## src/rtl/svalloc_pkg.sv

```systemverilog
package svalloc_pkg;

	// request codes
	localparam logic [2:0] REQ_NOTE_ON    = 3'd0;
	localparam logic [2:0] REQ_NOTE_OFF   = 3'd1;
	localparam logic [2:0] REQ_SET_VEL    = 3'd2;
	localparam logic [2:0] REQ_SET_FX     = 3'd3;
	localparam logic [2:0] REQ_STOP_ALL   = 3'd4;
	localparam logic [2:0] REQ_VOICE_DONE = 3'd5;

	// field widths
	localparam int REQ_W    = 3;
	localparam int NOTE_W   = 7;
	localparam int VEL_W    = 16;
	localparam int STAMP_W  = 32;
	localparam int KIND_W   = 4;
	localparam int AMOUNT_W = 16;
	localparam int DONE_W   = 4;
	localparam int OUT_IDX_W = 4;
	localparam int POLY_W   = 5;

	// effect kind loaded into both slots on note-on
	localparam logic [KIND_W-1:0] FX_DEFAULT_KIND = 4'hF;

	typedef struct packed {
		logic capture;
		logic scan_start;
		logic scan_step;
		logic commit;
		logic steal;
	} cmd_t;

	typedef struct packed {
		logic need_scan;
		logic scan_last;
	} sts_t;

endpackage

```

## src/rtl/svalloc_ctrl.sv

```systemverilog
module svalloc_ctrl (
	input  logic               clk,
	input  logic               arst_n,
	input  logic               in_valid,
	output logic               in_ready,
	output logic               out_valid,
	input  logic               out_ready,
	input  svalloc_pkg::sts_t  sts,
	output svalloc_pkg::cmd_t  cmd
);

	typedef enum logic [1:0] {
		ST_IDLE,
		ST_EVAL,
		ST_SCAN,
		ST_STEAL
	} state_t;

	state_t state_q;
	logic   out_valid_q;
	logic   out_free;

	assign out_free  = !out_valid_q || out_ready;
	assign in_ready  = (state_q == ST_IDLE);
	assign out_valid = out_valid_q;

	always_comb begin
		cmd            = '0;
		cmd.capture    = (state_q == ST_IDLE) && in_valid;
		cmd.scan_start = (state_q == ST_EVAL) && sts.need_scan;
		cmd.scan_step  = (state_q == ST_SCAN);
		cmd.steal      = (state_q == ST_STEAL);
		cmd.commit     = out_free && (((state_q == ST_EVAL) && !sts.need_scan) ||
			(state_q == ST_STEAL));
	end

	always_ff @(posedge clk or negedge arst_n) begin
		if (!arst_n) begin
			state_q     <= ST_IDLE;
			out_valid_q <= 1'b0;
		end else begin
			if (cmd.commit) begin
				out_valid_q <= 1'b1;
			end else if (out_ready) begin
				out_valid_q <= 1'b0;
			end
			case (state_q)
				ST_IDLE: begin
					if (in_valid) begin
						state_q <= ST_EVAL;
					end
				end
				ST_EVAL: begin
					if (sts.need_scan) begin
						state_q <= ST_SCAN;
					end else if (out_free) begin
						state_q <= ST_IDLE;
					end
				end
				ST_SCAN: begin
					if (sts.scan_last) begin
						state_q <= ST_STEAL;
					end
				end
				ST_STEAL: begin
					if (out_free) begin
						state_q <= ST_IDLE;
					end
				end
				default: begin
					state_q <= ST_IDLE;
				end
			endcase
		end
	end

	// a result is only loaded when the output register can take it
	a_commit_out_free: assert property (@(posedge clk) disable iff (!arst_n)
		cmd.commit |-> (!out_valid_q || out_ready))
		else $error("result loaded over an untaken result");

	// a new result appears only after a commit
	a_out_from_commit: assert property (@(posedge clk) disable iff (!arst_n)
		$rose(out_valid_q) |-> $past(cmd.commit))
		else $error("output valid rose without a commit");

	// the scan finishes only while scanning
	a_scan_last_state: assert property (@(posedge clk) disable iff (!arst_n)
		sts.scan_last |-> (state_q == ST_SCAN))
		else $error("scan end outside scan state");

endmodule

```

## src/rtl/svalloc_dpath.sv

```systemverilog
module svalloc_dpath #(
	parameter int VOICE_COUNT = 16
) (
	input  logic                                 clk,
	input  logic                                 arst_n,
	input  svalloc_pkg::cmd_t                    cmd,
	output svalloc_pkg::sts_t                    sts,
	input  logic                                 cfg_write,
	input  logic [svalloc_pkg::POLY_W-1:0]       polyphony,
	input  logic [svalloc_pkg::REQ_W-1:0]        req_type,
	input  logic [svalloc_pkg::NOTE_W-1:0]       note_number,
	input  logic [svalloc_pkg::VEL_W-1:0]        note_velocity,
	input  logic [svalloc_pkg::STAMP_W-1:0]      start_stamp,
	input  logic                                 effect_slot,
	input  logic [svalloc_pkg::KIND_W-1:0]       effect_kind,
	input  logic [svalloc_pkg::AMOUNT_W-1:0]     effect_amount,
	input  logic [svalloc_pkg::DONE_W-1:0]       done_voice,
	output logic [svalloc_pkg::OUT_IDX_W-1:0]    voice_index,
	output logic                                 voice_found,
	output logic                                 voice_stolen
);

	localparam int IW = $clog2(VOICE_COUNT);
	localparam int CW = $clog2(VOICE_COUNT + 1);
	localparam int DW = (IW > svalloc_pkg::DONE_W) ? IW : svalloc_pkg::DONE_W;
	localparam int XW = (IW > svalloc_pkg::OUT_IDX_W) ? IW : svalloc_pkg::OUT_IDX_W;

	// captured request
	logic [svalloc_pkg::REQ_W-1:0]    req_type_q;
	logic [svalloc_pkg::NOTE_W-1:0]   req_note_q;
	logic [svalloc_pkg::VEL_W-1:0]    req_vel_q;
	logic [svalloc_pkg::STAMP_W-1:0]  req_stamp_q;
	logic                             req_slot_q;
	logic [svalloc_pkg::KIND_W-1:0]   req_kind_q;
	logic [svalloc_pkg::AMOUNT_W-1:0] req_amount_q;
	logic [svalloc_pkg::DONE_W-1:0]   req_done_q;

	// voice table
	logic [CW-1:0]          voices_q;
	logic [VOICE_COUNT-1:0] voice_active_q;
	logic [VOICE_COUNT-1:0] voice_released_q;
	logic [svalloc_pkg::NOTE_W-1:0] voice_note_q [VOICE_COUNT];
	logic [svalloc_pkg::VEL_W-1:0]   vel_mem    [VOICE_COUNT];
	logic [svalloc_pkg::STAMP_W-1:0] start_mem  [VOICE_COUNT];
	logic [1:0][svalloc_pkg::KIND_W-1:0]   kind_mem   [VOICE_COUNT];
	logic [1:0][svalloc_pkg::AMOUNT_W-1:0] amount_mem [VOICE_COUNT];

	// oldest scan
	logic [IW-1:0]                   scan_addr_q;
	logic                            rd_vld_q;
	logic [IW-1:0]                   rd_idx_q;
	logic [svalloc_pkg::STAMP_W-1:0] start_rd_q;
	logic [svalloc_pkg::STAMP_W-1:0] best_q;
	logic [IW-1:0]                   best_idx_q;

	// output register
	logic [svalloc_pkg::OUT_IDX_W-1:0] voice_index_q;
	logic                              voice_found_q;
	logic                              voice_stolen_q;

	logic [VOICE_COUNT-1:0] range_mask;
	logic [VOICE_COUNT-1:0] keep_mask;
	logic [CW-1:0]          voices_new;
	logic [CW-1:0]          last_voice;
	logic                   free_found;
	logic [IW-1:0]          free_idx;
	logic                   match_found;
	logic [IW-1:0]          match_idx;
	logic [DW-1:0]          done_ext;
	logic [IW-1:0]          done_idx;
	logic                   done_ok;
	logic [IW-1:0]          sel_idx;
	logic [XW-1:0]          res_idx_ext;
	logic                   res_found;
	logic                   res_stolen;
	logic                   we_on;
	logic                   we_off;
	logic                   we_vel;
	logic                   we_fx;
	logic                   clr_all;
	logic                   clr_done;

	// clamp written polyphony into 1..VOICE_COUNT
	always_comb begin
		if (polyphony == '0) begin
			voices_new = CW'(1);
		end else if (32'(polyphony) > VOICE_COUNT) begin
			voices_new = CW'(VOICE_COUNT);
		end else begin
			voices_new = CW'(polyphony);
		end
	end

	always_comb begin
		for (int i = 0; i < VOICE_COUNT; i++) begin
			range_mask[i] = (CW'(i) < voices_q);
			keep_mask[i]  = (CW'(i) < voices_new);
		end
	end

	assign last_voice = voices_q - CW'(1);

	// first free and first matching voice in range
	always_comb begin
		free_found  = 1'b0;
		free_idx    = '0;
		match_found = 1'b0;
		match_idx   = '0;
		for (int i = VOICE_COUNT - 1; i >= 0; i--) begin
			if (range_mask[i] && !voice_active_q[i]) begin
				free_found = 1'b1;
				free_idx   = IW'(i);
			end
			if (range_mask[i] && voice_active_q[i] && !voice_released_q[i] &&
				(voice_note_q[i] == req_note_q)) begin
				match_found = 1'b1;
				match_idx   = IW'(i);
			end
		end
	end

	assign done_ext = DW'(req_done_q);
	assign done_idx = done_ext[IW-1:0];
	assign done_ok  = (32'(req_done_q) < VOICE_COUNT);

	assign sts.need_scan = (req_type_q == svalloc_pkg::REQ_NOTE_ON) && !free_found &&
		!cmd.steal;
	assign sts.scan_last = cmd.scan_step && rd_vld_q && (CW'(rd_idx_q) == last_voice);

	// decode of the commit
	always_comb begin
		sel_idx     = match_idx;
		res_idx_ext = '0;
		res_found   = 1'b0;
		res_stolen  = 1'b0;
		we_on       = 1'b0;
		we_off      = 1'b0;
		we_vel      = 1'b0;
		we_fx       = 1'b0;
		clr_all     = 1'b0;
		clr_done    = 1'b0;
		case (req_type_q)
			svalloc_pkg::REQ_NOTE_ON: begin
				sel_idx     = cmd.steal ? best_idx_q : free_idx;
				we_on       = cmd.commit;
				res_idx_ext = XW'(sel_idx);
				res_found   = 1'b1;
				res_stolen  = cmd.steal;
			end
			svalloc_pkg::REQ_NOTE_OFF: begin
				we_off      = cmd.commit && match_found;
				res_idx_ext = match_found ? XW'(match_idx) : '0;
				res_found   = match_found;
			end
			svalloc_pkg::REQ_SET_VEL: begin
				we_vel      = cmd.commit && match_found;
				res_idx_ext = match_found ? XW'(match_idx) : '0;
				res_found   = match_found;
			end
			svalloc_pkg::REQ_SET_FX: begin
				we_fx       = cmd.commit && match_found;
				res_idx_ext = match_found ? XW'(match_idx) : '0;
				res_found   = match_found;
			end
			svalloc_pkg::REQ_STOP_ALL: begin
				clr_all = cmd.commit;
			end
			svalloc_pkg::REQ_VOICE_DONE: begin
				sel_idx     = done_idx;
				clr_done    = cmd.commit && done_ok;
				res_idx_ext = done_ok ? XW'(req_done_q) : '0;
				res_found   = done_ok && voice_active_q[done_idx];
			end
			default: begin
				res_idx_ext = '0;
			end
		endcase
	end

	always_ff @(posedge clk) begin
		if (cmd.capture) begin
			req_type_q   <= req_type;
			req_note_q   <= note_number;
			req_vel_q    <= note_velocity;
			req_stamp_q  <= start_stamp;
			req_slot_q   <= effect_slot;
			req_kind_q   <= effect_kind;
			req_amount_q <= effect_amount;
			req_done_q   <= done_voice;
		end
	end

	always_ff @(posedge clk or negedge arst_n) begin
		if (!arst_n) begin
			voices_q         <= CW'(1);
			voice_active_q   <= '0;
			voice_released_q <= '0;
		end else begin
			if (cfg_write) begin
				voices_q       <= voices_new;
				voice_active_q <= voice_active_q & keep_mask;
			end else if (clr_all) begin
				voice_active_q <= '0;
			end else if (clr_done) begin
				voice_active_q[sel_idx] <= 1'b0;
			end else if (we_on) begin
				voice_active_q[sel_idx]   <= 1'b1;
				voice_released_q[sel_idx] <= 1'b0;
			end else if (we_off) begin
				voice_released_q[sel_idx] <= 1'b1;
			end
		end
	end

	always_ff @(posedge clk) begin
		if (we_on) begin
			voice_note_q[sel_idx] <= req_note_q;
		end
	end

	always_ff @(posedge clk) begin
		if (we_on || we_vel) begin
			vel_mem[sel_idx] <= req_vel_q;
		end
	end

	always_ff @(posedge clk) begin
		if (we_on) begin
			start_mem[sel_idx] <= req_stamp_q;
		end
		start_rd_q <= start_mem[scan_addr_q];
	end

	always_ff @(posedge clk) begin
		if (we_on) begin
			kind_mem[sel_idx] <= {svalloc_pkg::FX_DEFAULT_KIND, svalloc_pkg::FX_DEFAULT_KIND};
		end else if (we_fx) begin
			kind_mem[sel_idx][req_slot_q] <= req_kind_q;
		end
	end

	always_ff @(posedge clk) begin
		if (we_fx) begin
			amount_mem[sel_idx][req_slot_q] <= req_amount_q;
		end
	end

	// oldest search, one start time per cycle
	always_ff @(posedge clk or negedge arst_n) begin
		if (!arst_n) begin
			scan_addr_q <= '0;
			rd_vld_q    <= 1'b0;
		end else if (cmd.scan_start) begin
			scan_addr_q <= '0;
			rd_vld_q    <= 1'b0;
		end else if (cmd.scan_step) begin
			scan_addr_q <= scan_addr_q + IW'(1);
			rd_vld_q    <= 1'b1;
		end
	end

	always_ff @(posedge clk) begin
		if (cmd.scan_step) begin
			rd_idx_q <= scan_addr_q;
			if (rd_vld_q && ((rd_idx_q == '0) || (start_rd_q < best_q))) begin
				best_q     <= start_rd_q;
				best_idx_q <= rd_idx_q;
			end
		end
	end

	always_ff @(posedge clk) begin
		if (cmd.commit) begin
			voice_index_q  <= res_idx_ext[svalloc_pkg::OUT_IDX_W-1:0];
			voice_found_q  <= res_found;
			voice_stolen_q <= res_stolen;
		end
	end

	assign voice_index  = voice_index_q;
	assign voice_found  = voice_found_q;
	assign voice_stolen = voice_stolen_q;

	// voices beyond the polyphony never stay active
	a_active_in_range: assert property (@(posedge clk) disable iff (!arst_n)
		(voice_active_q & ~range_mask) == '0)
		else $error("active voice beyond polyphony");

	// a note-on leaves its voice sounding and unreleased
	a_note_on_sets: assert property (@(posedge clk) disable iff (!arst_n)
		we_on |=> (voice_active_q[$past(sel_idx)] && !voice_released_q[$past(sel_idx)]))
		else $error("note-on did not claim its voice");

	// stealing only happens with every voice in range busy
	a_steal_full: assert property (@(posedge clk) disable iff (!arst_n)
		(cmd.commit && cmd.steal) |-> !free_found)
		else $error("steal while a voice was free");

endmodule

```

## src/rtl/synth_voice_allocator.sv

```systemverilog
// polyphonic voice allocator with oldest-voice stealing. keeps a table of
// VOICE_COUNT voices of which the first `polyphony` (clamped to 1..VOICE_COUNT)
// take part. a note-on claims the lowest free voice in range or, with all of
// them busy, steals the one with the smallest start stamp (lowest index on a
// tie) and resets both effect kinds to 15; note-off, velocity and effect
// requests act on the lowest active, unreleased voice holding the note;
// stop-all and voice-done clear active flags. every request gives exactly one
// result (index, found, stolen). a request is captured, then searched and
// written back through a single shared search stage; a new request is taken
// only once the last one is written back. a note-on that must steal first
// scans the start times of the voices in range, one voice per cycle, from
// the memory's single registered read port. the output register lets
// the next request be taken while a result waits; a request only finishes
// once that register is free. polyphony writes are accepted at any time but
// must only be issued while the block is idle; lowering it silences voices
// above the new limit.
module synth_voice_allocator #(
	parameter int VOICE_COUNT = 16
) (
	input  logic                                 clk,
	input  logic                                 arst_n,
	// configuration write channel
	input  logic                                 cfg_valid,
	output logic                                 cfg_ready,
	input  logic [svalloc_pkg::POLY_W-1:0]       polyphony,
	// request channel
	input  logic                                 in_valid,
	output logic                                 in_ready,
	input  logic [svalloc_pkg::REQ_W-1:0]        req_type,
	input  logic [svalloc_pkg::NOTE_W-1:0]       note_number,
	input  logic [svalloc_pkg::VEL_W-1:0]        note_velocity,
	input  logic [svalloc_pkg::STAMP_W-1:0]      start_stamp,
	input  logic                                 effect_slot,
	input  logic [svalloc_pkg::KIND_W-1:0]       effect_kind,
	input  logic [svalloc_pkg::AMOUNT_W-1:0]     effect_amount,
	input  logic [svalloc_pkg::DONE_W-1:0]       done_voice,
	// result channel
	output logic                                 out_valid,
	input  logic                                 out_ready,
	output logic [svalloc_pkg::OUT_IDX_W-1:0]    voice_index,
	output logic                                 voice_found,
	output logic                                 voice_stolen
);

	svalloc_pkg::cmd_t cmd;
	svalloc_pkg::sts_t sts;

	// the polyphony register is always writable
	assign cfg_ready = 1'b1;

	// sequencer: capture, search, optional oldest scan, write-back
	svalloc_ctrl u_ctrl (
		.clk       (clk),
		.arst_n    (arst_n),
		.in_valid  (in_valid),
		.in_ready  (in_ready),
		.out_valid (out_valid),
		.out_ready (out_ready),
		.sts       (sts),
		.cmd       (cmd)
	);

	// voice table, searches and result register
	svalloc_dpath #(
		.VOICE_COUNT (VOICE_COUNT)
	) u_dpath (
		.clk           (clk),
		.arst_n        (arst_n),
		.cmd           (cmd),
		.sts           (sts),
		.cfg_write     (cfg_valid && cfg_ready),
		.polyphony     (polyphony),
		.req_type      (req_type),
		.note_number   (note_number),
		.note_velocity (note_velocity),
		.start_stamp   (start_stamp),
		.effect_slot   (effect_slot),
		.effect_kind   (effect_kind),
		.effect_amount (effect_amount),
		.done_voice    (done_voice),
		.voice_index   (voice_index),
		.voice_found   (voice_found),
		.voice_stolen  (voice_stolen)
	);

endmodule
```

## config.mk

```make
export PLATFORM = sky130hd
export DESIGN_NAME = synth_voice_allocator
export DESIGN_NICKNAME = d
export VERILOG_FILES = /design/src/rtl/svalloc_pkg.sv /design/src/rtl/svalloc_ctrl.sv /design/src/rtl/svalloc_dpath.sv /design/src/rtl/synth_voice_allocator.sv
export SDC_FILE = /design/constraint.sdc
export NUM_CORES = 1
export LEC_CHECK = 0
export BUFFER_PORTS_ARGS = -buffer_cell sky130_fd_sc_hd__buf_4
export CAP_MARGIN = 20
export CORE_ASPECT_RATIO = 1.2
export CORE_UTILIZATION = 53
export CTS_CLUSTER_DIAMETER = 40
export CTS_CLUSTER_SIZE = 28
export DETAILED_ROUTE_END_ITERATION = 6
export GPL_TIMING_DRIVEN = 0
export PLACE_DENSITY = 0.79
export SLEW_MARGIN = 30
export SYNTH_ARGS = -nofsm -noshare
export SYNTH_HDL_FRONTEND = slang
export SYNTH_SLANG_ARGS = --single-unit
```

## constraint.sdc

```tcl
create_clock -name clk -period 6.1 [get_ports clk]
set_input_delay 0.305 -clock clk [delete_from_list [all_inputs] [get_ports clk]]
set_output_delay 0.305 -clock clk [all_outputs]
set_load 0.01 [all_outputs]
```

-- Yosys cells after proc, flatten, opt, wreduce, memory -nomap -nowiden
Memory sizes are Yosys's and may differ from the RTL's. A register that Yosys moved wholly into a read port is not among the register bits.
Index checks and enable logic that the tools add are counted.
- word-level logic and storage cells: 318
- bits in registers: 137
- bits in writable memories: 624
- memories: 2
- memory list (memory ; words ; bits a word ; rd ports ; clocked after Yosys merged registers in ; wr ports ; RTL line ; RTL):
    u_dpath.start_mem ; 16 ; 32 ; 1 ; 1 ; 1 ; svalloc_dpath.sv:44 ; logic [svalloc_pkg::STAMP_W-1:0] start_mem [VOICE_COUNT];
    u_dpath.voice_note_q ; 16 ; 7 ; 16 ; 0 ; 1 ; svalloc_dpath.sv:42 ; logic [svalloc_pkg::NOTE_W-1:0] voice_note_q [VOICE_COUNT];
- bitwise logic cells: 9
- multiplexer cells: 98
- add/sub/neg operators: 2
- equality and inequality tests: 27
- reductions and logical operators: 126
- order comparisons: 37
- operators with widths (operator ; count):
    2-to-1 mux 4 bit ; 36
    == test 7 bit ; 16
    2-to-1 mux 16 bit ; 6
    less-than comparator 4 x 5 -> 1 bit, first input constant ; 16
    logical AND 1 bit ; 75
    bitwise AND 16 bit ; 3
    2-to-1 mux 1 bit ; 44
    less-than comparator 3 x 5 -> 1 bit, first input constant ; 8
    logical NOT 1 bit ; 36
    less-than comparator 32 bit ; 1
    OR 16 bit ; 2
    less-than comparator 1 x 5 -> 1 bit, first input constant ; 4
    less-than comparator 2 x 5 -> 1 bit, first input constant ; 4
    inverter 16 bit ; 1
    case mux 4 bit (3 select lines) ; 1
    less-than comparator 4 x 5 -> 1 bit, second input constant ; 2
    2-to-1 mux 5 bit ; 2
    2-to-1 mux 2 bit ; 4
    case mux 2 bit (4 select lines) ; 1
    case mux 4 bit (2 select lines) ; 1
    == test 3 x 2 -> 1 bit, second input constant ; 2
    == test 3 bit, second input constant ; 2
    nonzero test 2 bit ; 3
    == test 4 x 5 -> 1 bit ; 1
    other kinds (21) ; 28

-- Depth between registers and ports, before layout
Gate-level depths: netlist of run 1.
- depth in word-level cells: 30
- depth in mapped cells: 15
- mapped depth without buffers: 11

-- Cells and area by module
Synthesis of run 1 repeated with hierarchy kept, for this count alone.
- cells, all modules: 1699
- area total of the unflattened synthesis: 32108.3 um2
- modules (own cells, without submodules) (module ; cells each ; instances ; area an instance (um2) ; sequential area each (um2)):
    svalloc_dpath ; 1678 ; 1 ; 31925.6 ; 23193.5
    svalloc_ctrl ; 19 ; 1 ; 171.4 ; 75.1
    synth_voice_allocator ; 2 ; 1 ; 11.3 ; 0.0

-- Least setup slack after synthesis of run 1
No wires, ideal clock.
- kind: flip-flop to flip-flop
- start point: register u_dpath.voices_q[1]
- end point: memory u_dpath.start_mem[4][0] (netlist bit) (enable)
- arrival time: 4.413 ns
- library setup time: 0.435 ns
- setup slack: 1.252 ns
- cell stages (with the launch flop): 14
- path buffers: 4
- cell sequence: dfrtp_1 buf_4 buf_2 inv_1 ha_1 o21bai_1 a21oi_1 nor4_2 a41oi_1 and2_1 clkbuf_1 buf_2 nand2_1 nor2_1
- RTL lines (element ; RTL line ; RTL):
    start: declaration ; svalloc_dpath.sv:39 ; logic [CW-1:0] voices_q;
    start signal: assignment ; svalloc_dpath.sv:200 ; voices_q <= voices_new;
    end: declaration ; svalloc_dpath.sv:44 ;

-- Final worst setup path of run 1
- start point: register u_dpath.req_note_q[2] (netlist bit)
- end point: memory u_dpath.start_mem[0][2] (netlist bit) (enable)
- word-level cells in the longest chain between the ends: 19
- elaborated cells on any way between the ends: 49
- classes of those cells: eq/ne (16); mux (17); reduce/logical (16)
- RTL lines (element ; RTL line ; RTL):
    start: declaration ; svalloc_dpath.sv:30 ; logic [svalloc_pkg::NOTE_W-1:0] req_note_q;
    start signal: assignment ; svalloc_dpath.sv:183 ; req_note_q <= note_number;
    == test 7 bit ; svalloc_dpath.sv:115 ; (voice_note_q[i] == req_note_q)) begin
    logical AND 1 bit ; svalloc_dpath.sv:114 ; if (range_mask[i] && voice_active_q[i] && !voice_released_q[i] &&
    2-to-1 mux 4 bit (15 in series) ; svalloc_dpath.sv:114 ;
    2-to-1 mux 4 bit * ; svalloc_dpath.sv:114 ;
    case mux 4 bit (2 select lines) * ; svalloc_dpath.sv:142 ; case (req_type_q)
Mark *: on every way between the ends. The rest lies on a longest branch, timed or not.

==> results of run 1 <==
-- layout make-up --
cell class,instances,area [um2]
clock inverter,72,798.3
inverter,45,168.9
timing repair buffer,148,1883
tap,800,1001
multi-input combinational,1017,8539
fill,3893,21490
buffer,94,486.7
sequential,793,23270
clock buffer,97,2321
-- registers in the layout, indices dropped and copies added, names as in the netlist, 5 cells and up, named ones only --
name / flops
u_dpath.voice_note_q: 112
u_dpath.voices_q: 5
u_dpath.best_q: 32
u_dpath.voice_active_q: 16
u_dpath.req_note_q: 7
u_dpath.start_mem: 512
u_dpath.req_stamp_q: 32
u_dpath.start_rd_q: 32
-- synthesized netlist by cell type, drive strengths merged, types with 8 or more instances --
| cell type | instances |
|---|---|
| o211ai | 17 |
| nand3b | 9 |
| dfxtp | 32 |
| a221oi | 33 |
| ha | 34 |
| clkbuf | 48 |
| xnor2 | 61 |
| o21ai | 105 |
| buf | 46 |
| nand2 | 98 |
| nor3 | 21 |
| and2 | 8 |
| mux2i | 101 |
| inv | 45 |
| nand3 | 20 |
| a22oi | 34 |
| edfxtp | 716 |
| mux2 | 28 |
| dfrtp | 44 |
| nor2b | 14 |
| o31ai | 17 |
| nor4 | 16 |
| nor2 | 51 |
| a211oi | 9 |
| nand2b | 19 |
| a21o | 8 |
| nand4 | 22 |
| mux4 | 69 |
| a21oi | 63 |
| xor2 | 56 |
-- metrics by stage --
step	cells	power (mW)	setup TNS, ns
final	3066	15.63	0
after global routing	3066	16.08	0
after CTS	3066	15.62	0
after detailed placement	2848	10.05	0
after global placement	2810	9.883	-887.26
after floorplan	1949	8.813	0
-- worst max-delay path: stages, from the launching register on --
cell and delay (ns):
edfxtp_1 0.78, buf_4 0.31, buf_4 0.28, xor2_1 0.16
nor4_1 0.09, and3_1 0.26, nor4b_1 0.60, a31oi_1 0.27
a211oi_1 0.72, nand2_1 0.42, nor2_4 0.66, buf_16 0.23
-- cell usage in the layout (no fill, tap or decap), types with 50 or more instances in the layout --
| master | Yosys | final |
|---|---|---|
| clkbuf_16 | 0 | 92 |
| xor2_1 | 56 | 56 |
| o21ai_0 | 97 | 97 |
| a21oi_1 | 63 | 63 |
| nand2_1 | 98 | 98 |
| mux2i_1 | 101 | 101 |
| clkbuf_1 | 48 | 50 |
| edfxtp_1 | 716 | 716 |
| mux4_2 | 69 | 69 |
| xnor2_1 | 58 | 58 |
| buf_4 | 9 | 70 |
-- worst min path at each step --
stage,from,end,slack [ns],cells after the start
floorplan,arst_n,async pin,0.009,0
global placement,arst_n,u_dpath.voices_q[1]$_DFFE_PN0P_,0.35,1
detailed placement,arst_n,u_dpath.voices_q[1]$_DFFE_PN0P_,0.36,1
CTS,in_valid,u_ctrl.state_q[0]$_DFFE_PN0P_,0.05,3
global route,in_valid,u_ctrl.state_q[0]$_DFFE_PN0P_,0.07,3
finish,in_valid,u_ctrl.state_q[0]$_DFFE_PN0P_,0.08,3
-- power by group through the flow --
stage	Clock, mW	Combinational, mW	Sequential (mW)
CTS	5.57	3.33	6.72
finish	5.54	3.36	6.73
global placement	0	3.08	6.80
floorplan	0	2.12	6.69
global route	5.78	3.55	6.75
detailed placement	0	3.23	6.82
-- kinds of logic after synthesis --
logic type	share of synthesized area (%)
buffers and inverters	1.980
AOI/OAI and AO/OA	7.447
DFF	72.06
muxes	8.919
xor gates and xnor gates	3.243
adders and majority gates	1.317
other	0.01161
and+or+nand+nor	5.025
-- per-layer routing --
layer | vias to the layer above | wire length (um) | track usage (%) | share of wire (%)
li1 | 8187 | - | - | -
met1 | 9758 | 30940 | 34.31 | 37
met2 | 1137 | 43370 | 47.32 | 51
met3 | 228 | 6466 | 4.218 | 7.7
met4 | 0 | 3718 | 13.42 | 4.4
met5 | - | 0 | 0 | 0
==> results.json, run 1 <==
{
  "yosys.area.top_type_share_pct": 66.58,
  "pwr-share-comb_pct": 21.5,
  "drv_slew": 0,
  "fp.dieH_um": 272.4,
  "core_area_um2": 59960,
  "diodes": 0,
  "p_clk_share_pct": 35.5,
  "switchingPower_mw": 4.816,
  "clock.fmax_mhz": 193.8,
  "cts_buffer_depth": 3,
  "initial_core_util_pct": 53.86,
  "setup_slack_ns": 0.9403,
  "synth_edf_count": 716,
  "synth_flop_cell": "edfxtp_1",
  "r2r_slack_ns": 0.94,
  "routedWlPerCell_um": 27.56,
  "drive_above_1_share_pct": 19.64,
  "relSlewSlack_pct": 30.56,
  "hold_ws_ns": 0.07519,
  "grt_setup_unrepaired": "no",
  "drc": 0,
  "p_leak_nw": 13.14,
  "gp_congestion": 0.9339,
  "postSynthCellCount": 1949,
  "grt_pass1_wl_mm": 124.0,
  "drt_wl_total_mm": 84.49,
  "hp-class": "in2reg",
  "cp_data_required_time_ns": 6.42,
  "holdBufCountCts": 49,
  "p_int_mw": 10.82,
  "syn_avg_cell_area_um2": 16.57,
  "grt_overflow_total": 0,
  "pre_cts_ws_ns": 0.9631,
  "antenna_found_initial": 0,
  "final_core_util_pct": 64.15,
  "pin_count": 102,
  "grt_max_degree": 46,
  "nets": 2316,
  "critPathMaxFanout": 17,
  "drt_iter0_markers": 2119,
  "crit_type": "reg2reg",
  "p_sw_share_pct": 30.81,
  "ys_async_sr_fraction_pct": 5.675,
  "syn_to_final_growth_pct": 19.12,
  "finish.instance_area_um2": 38470,
  "synth-warning-count": 0,
  "worst_slew_pin_slew_ns": 1.042,
  "synth_nets": 2076,
  "p_seq_share_pct": 43.0,
  "cts_buffers": 90,
  "vias": 19310,
  "drtPass1Iterations": 6,
  "ys_ff_latch": 793,
  "ir_drop_uv": 262.6,
  "arrival_ns": 5.48,
  "r2r_cells": 11,
  "synth-seq-area-share_pct": 72.06,
  "worstSkewPairLatency_ns": 0.66,
  "start_kind": "register",
  "cts_tree": "yes",
  "vias_per_cell": 6.298,
  "outcome": "completed",
  "root_buffer": "clkbuf_16",
  "r2r_start": "u_dpath.req_note_q[2]$_DFFE_PP_",
  "grt_pass1_vias": 19568,
  "endpoint_kind": "register",
  "cap_violations": 0,
  "rows": 98,
  "die_w_um": 227.3,
  "h-tree-depth": 3,
  "synthTopCellsByArea": "edfxtp_1 (67%), mux4_2 (4.8%), dfrtp_1 (3.4%)",
  "synth_area_um2": 32290,
  "dieArea_um2": 61920,
  "dp_hpwl_mm": 55.37,
  "crit_path_end": "u_dpath.start_mem[0][2]$_DFFE_PP_",
  "rr_endpoint": "u_dpath.start_mem[0][2]$_DFFE_PP_",
  "synth_top_area_cell": "edfxtp_1",
  "synthDistinctLibCells": 91,
  "critPathLaunch": "u_dpath.req_note_q[2]$_DFFE_PP_",
  "post_cts_resized": 0,
  "drtAntennaViolNets": 0,
  "cts.sinks": 793,
  "finClkSkew_ns": 0.06125,
  "p_per_area_nw_per_um2": 406.3,
  "post_dp_cell_area_um2": 34840,
  "post_cts_buffers": 0,
  "finalHoldViolCount": 0,
  "period_share_pct": 84.59,
  "port-buffer-count": 61,
  "clk_pin_slew_worst_paths_ns": 0.06,
  "grtUsageTotal_pct": 27.66,
  "min_period_ns": 5.160,
  "setup_viol": 0
}
No activity file was read; power rests on OpenSTA's default activity.
==> run 2, diff against run 1 <==
--- a/config.mk
+++ b/config.mk
@@ -13,7 +13,7 @@
 export CTS_CLUSTER_SIZE = 28
 export DETAILED_ROUTE_END_ITERATION = 6
 export GPL_TIMING_DRIVEN = 0
-export PLACE_DENSITY = 0.79
+export PLACE_DENSITY = 0.81
 export SLEW_MARGIN = 30
 export SYNTH_ARGS = -nofsm -noshare
 export SYNTH_HDL_FRONTEND = slang
==> constraint.sdc (replaced) <==
create_clock -name clk -period 4.5 [get_ports clk]
set_input_delay 0.225 -clock clk [delete_from_list [all_inputs] [get_ports clk]]
set_output_delay 0.225 -clock clk [all_outputs]
set_load 0.01 [all_outputs]
==> results.json, run 2 (synthesis gave the netlist of run 1 again) <==
{
  "path_cells": "buf_2 -> a2111oi_2 -> a311oi_1 -> nor4_2 -> a21oi_1 -> o22ai_1 -> nand2_1 -> nor2_4 -> buf_16",
  "regMostFlops": "u_dpath.start_mem",
  "switchingPower_mw": 6.614,
  "grt_setup_unrepaired": "no",
  "grt_pass1_wl_mm": 126.5,
  "num-fill-cells": 3730,
  "p_per_area_nw_per_um2": 545.5,
  "worst_slew_pin_slew_ns": 1.053,
  "dp_hpwl_mm": 55.54,
  "p_seq_share_pct": 42.5,
  "core_area_um2": 59960,
  "syn_to_final_growth_pct": 21.04,
  "grt_overflow_total": 0,
  "h-tree-depth": 3,
  "drtAntennaViolNets": 0,
  "layout_common_cells": "edfxtp_1 (716), mux2i_1 (101), nand2_1 (98), buf_4 (98), o21ai_0 (97)",
  "whs_path_depth": 5,
  "p_sw_share_pct": 31.02,
  "finClkSkew_ns": 0.04341,
  "finalHoldViolCount": 0,
  "cts_buffer_depth": 3,
  "setup_viol": 0,
  "period_share_pct": 97.31,
  "regArea_um2": 23270,
  "grt_pass1_vias": 19937,
  "worstHoldStart": "polyphony[2]",
  "fp.dieH_um": 272.4,
  "crit_slowest_cell": "a2111oi_2",
  "cts_buffers": 89,
  "vias_per_cell": 6.355,
  "p_leak_nw": 13.43,
  "vias": 19751,
  "min_period_ns": 4.379,
  "reg_top3": "u_dpath.start_mem (512), u_dpath.voice_note_q (112)",
  "relSlewSlack_pct": 29.77,
  "port-buffer-count": 61,
  "outcome": "completed",
  "rows": 98,
  "critPathLaunch": "u_dpath.voices_q[2]$_DFFE_PN0P_",
  "r2r_start": "u_dpath.voices_q[2]$_DFFE_PN0P_",
  "p_int_mw": 14.71,
  "drt_wl_total_mm": 86.49,
  "die_w_um": 227.3,
  "critPathMaxFanout": 20,
  "mostFrequentLayoutCell": "edfxtp_1",
  "initial_core_util_pct": 53.86,
  "arrival_ns": 4.71,
  "routedWlPerCell_um": 27.83,
  "gp_congestion": 0.9368,
  "clock.fmax_mhz": 228.4,
  "crit_type": "reg2reg",
  "diodes": 0,
  "drc": 0,
  "pin_count": 102,
  "antenna_found_initial": 0,
  "cap_violations": 0,
  "p_clk_share_pct": 35.4,
  "r2r_slack_ns": 0.12,
  "hold_ws_ns": 0.02964,
  "cp_data_required_time_ns": 4.83,
  "drive_above_1_share_pct": 21.36,
  "hp-class": "in2reg",
  "grt_max_degree": 46,
  "cpPeakStageDelay_ns": 0.72,
  "root_buffer": "clkbuf_16",
  "r2r_cells": 9,
  "largest_reg_flops": 512,
  "nets": 2361,
  "cts_tree": "yes",
  "cts.sinks": 793,
  "path_delay_family": "compound AO/OA/AOI/OAI gates",
  "drtPass1Iterations": 7,
  "crit_buf_inv": 2,
  "worstSkewPairLatency_ns": 0.66,
  "grtUsageTotal_pct": 28.32,
  "hold_end": "u_dpath.voice_active_q[10]$_DFFE_PN0P_",
  "ir_drop_uv": 388.7,
  "total_power_mw": 21.32,
  "rr_endpoint": "u_dpath.start_mem[6][3]$_DFFE_PP_",
  "endpoint_kind": "register",
  "dieArea_um2": 61920,
  "start_kind": "register",
  "drt_iter0_markers": 2324,
  "pwr-share-comb_pct": 22.1,
  "multi_input_area_um2": 8588,
  "drv_slew": 0,
  "clk_pin_slew_worst_paths_ns": 0.06
}
[run 2: layout make-up]
type	count	share of cell area [%]
inverters	45	0.4322
plain buffers	94	1.255
clock buffers	96	5.896
flip-flops and latches	793	59.53
well taps	800	2.561
clock inverters	69	2.119
repair buffers	194	6.233
multi-input cells	1017	21.97
[run 2: worst max path at each step]
stage,cells past startpoint,slack [ns],end
after detailed placement,11,-0.50,u_dpath.start_mem[1][18]$_DFFE_PP_
after global routing,12,0.009,u_dpath.start_mem[6][3]$_DFFE_PP_
after global placement,13,-3.12,u_dpath.start_mem[4][11]$_DFFE_PP_
after floorplan,13,-0.35,u_dpath.start_mem[4][0]$_DFFE_PP_
final,9,0.12,u_dpath.start_mem[6][3]$_DFFE_PP_
after CTS,15,0.007,u_dpath.start_mem[12][8]$_DFFE_PP_
[run 2: power groups by stage]
stage	clock network [mW]	logic (mW)	registers, mW
5_1_grt	7.88	4.96	9.10
2_1_floorplan	0	2.88	9.07
3_3_place_gp	0	4.19	9.21
3_5_place_dp	0	4.41	9.25
4_1_cts	7.58	4.63	9.04
6_report	7.54	4.72	9.06
[run 2: timing repair]
item | CTS | global route
setup buffers | 23 | 14
hold buffers | 51 | 0
pin swaps | 5 | 7
resized for setup | 3 | 7
endpoints found under the setup margin | 478 | 305
gates cloned | 0 | 0
endpoints found under the hold margin | 95 | 0
[run 2: per-stage QoR]
step | area, um2 | utilization (%) | TNS [ns] | setup slack [ns] | cells
4_1_cts | 38880 | 64.85 | 0 | 0.006501 | 3093
2_1_floorplan | 32330 | - | -54.33 | -0.3482 | 1949
3_5_place_dp | 34960 | 58.31 | -131.15 | -0.5011 | 2854
6_report | 39090 | 65.19 | 0 | 0.1211 | 3108
3_3_place_gp | 33790 | 56.35 | -1220.28 | -3.118 | 2810
5_1_grt | 39090 | 65.19 | 0 | 0.008578 | 3108
[run 2: routing by layer]
layer	vias up	global-route usage [%]	share of wire, %
met5	-	0	0
met4	0	15.93	5.5
met3	302	4.639	8.8
met2	1280	47.52	50
met1	9900	34.85	36
li1	8269	-	-
[run 2: worst min-delay path, delay by kind of cell]
kind                   cells  cell delay, ns
buffers and inverters      1            0.09
and+or+nand+nor            3            0.23
AOI/OAI and AO/OA          1            0.08
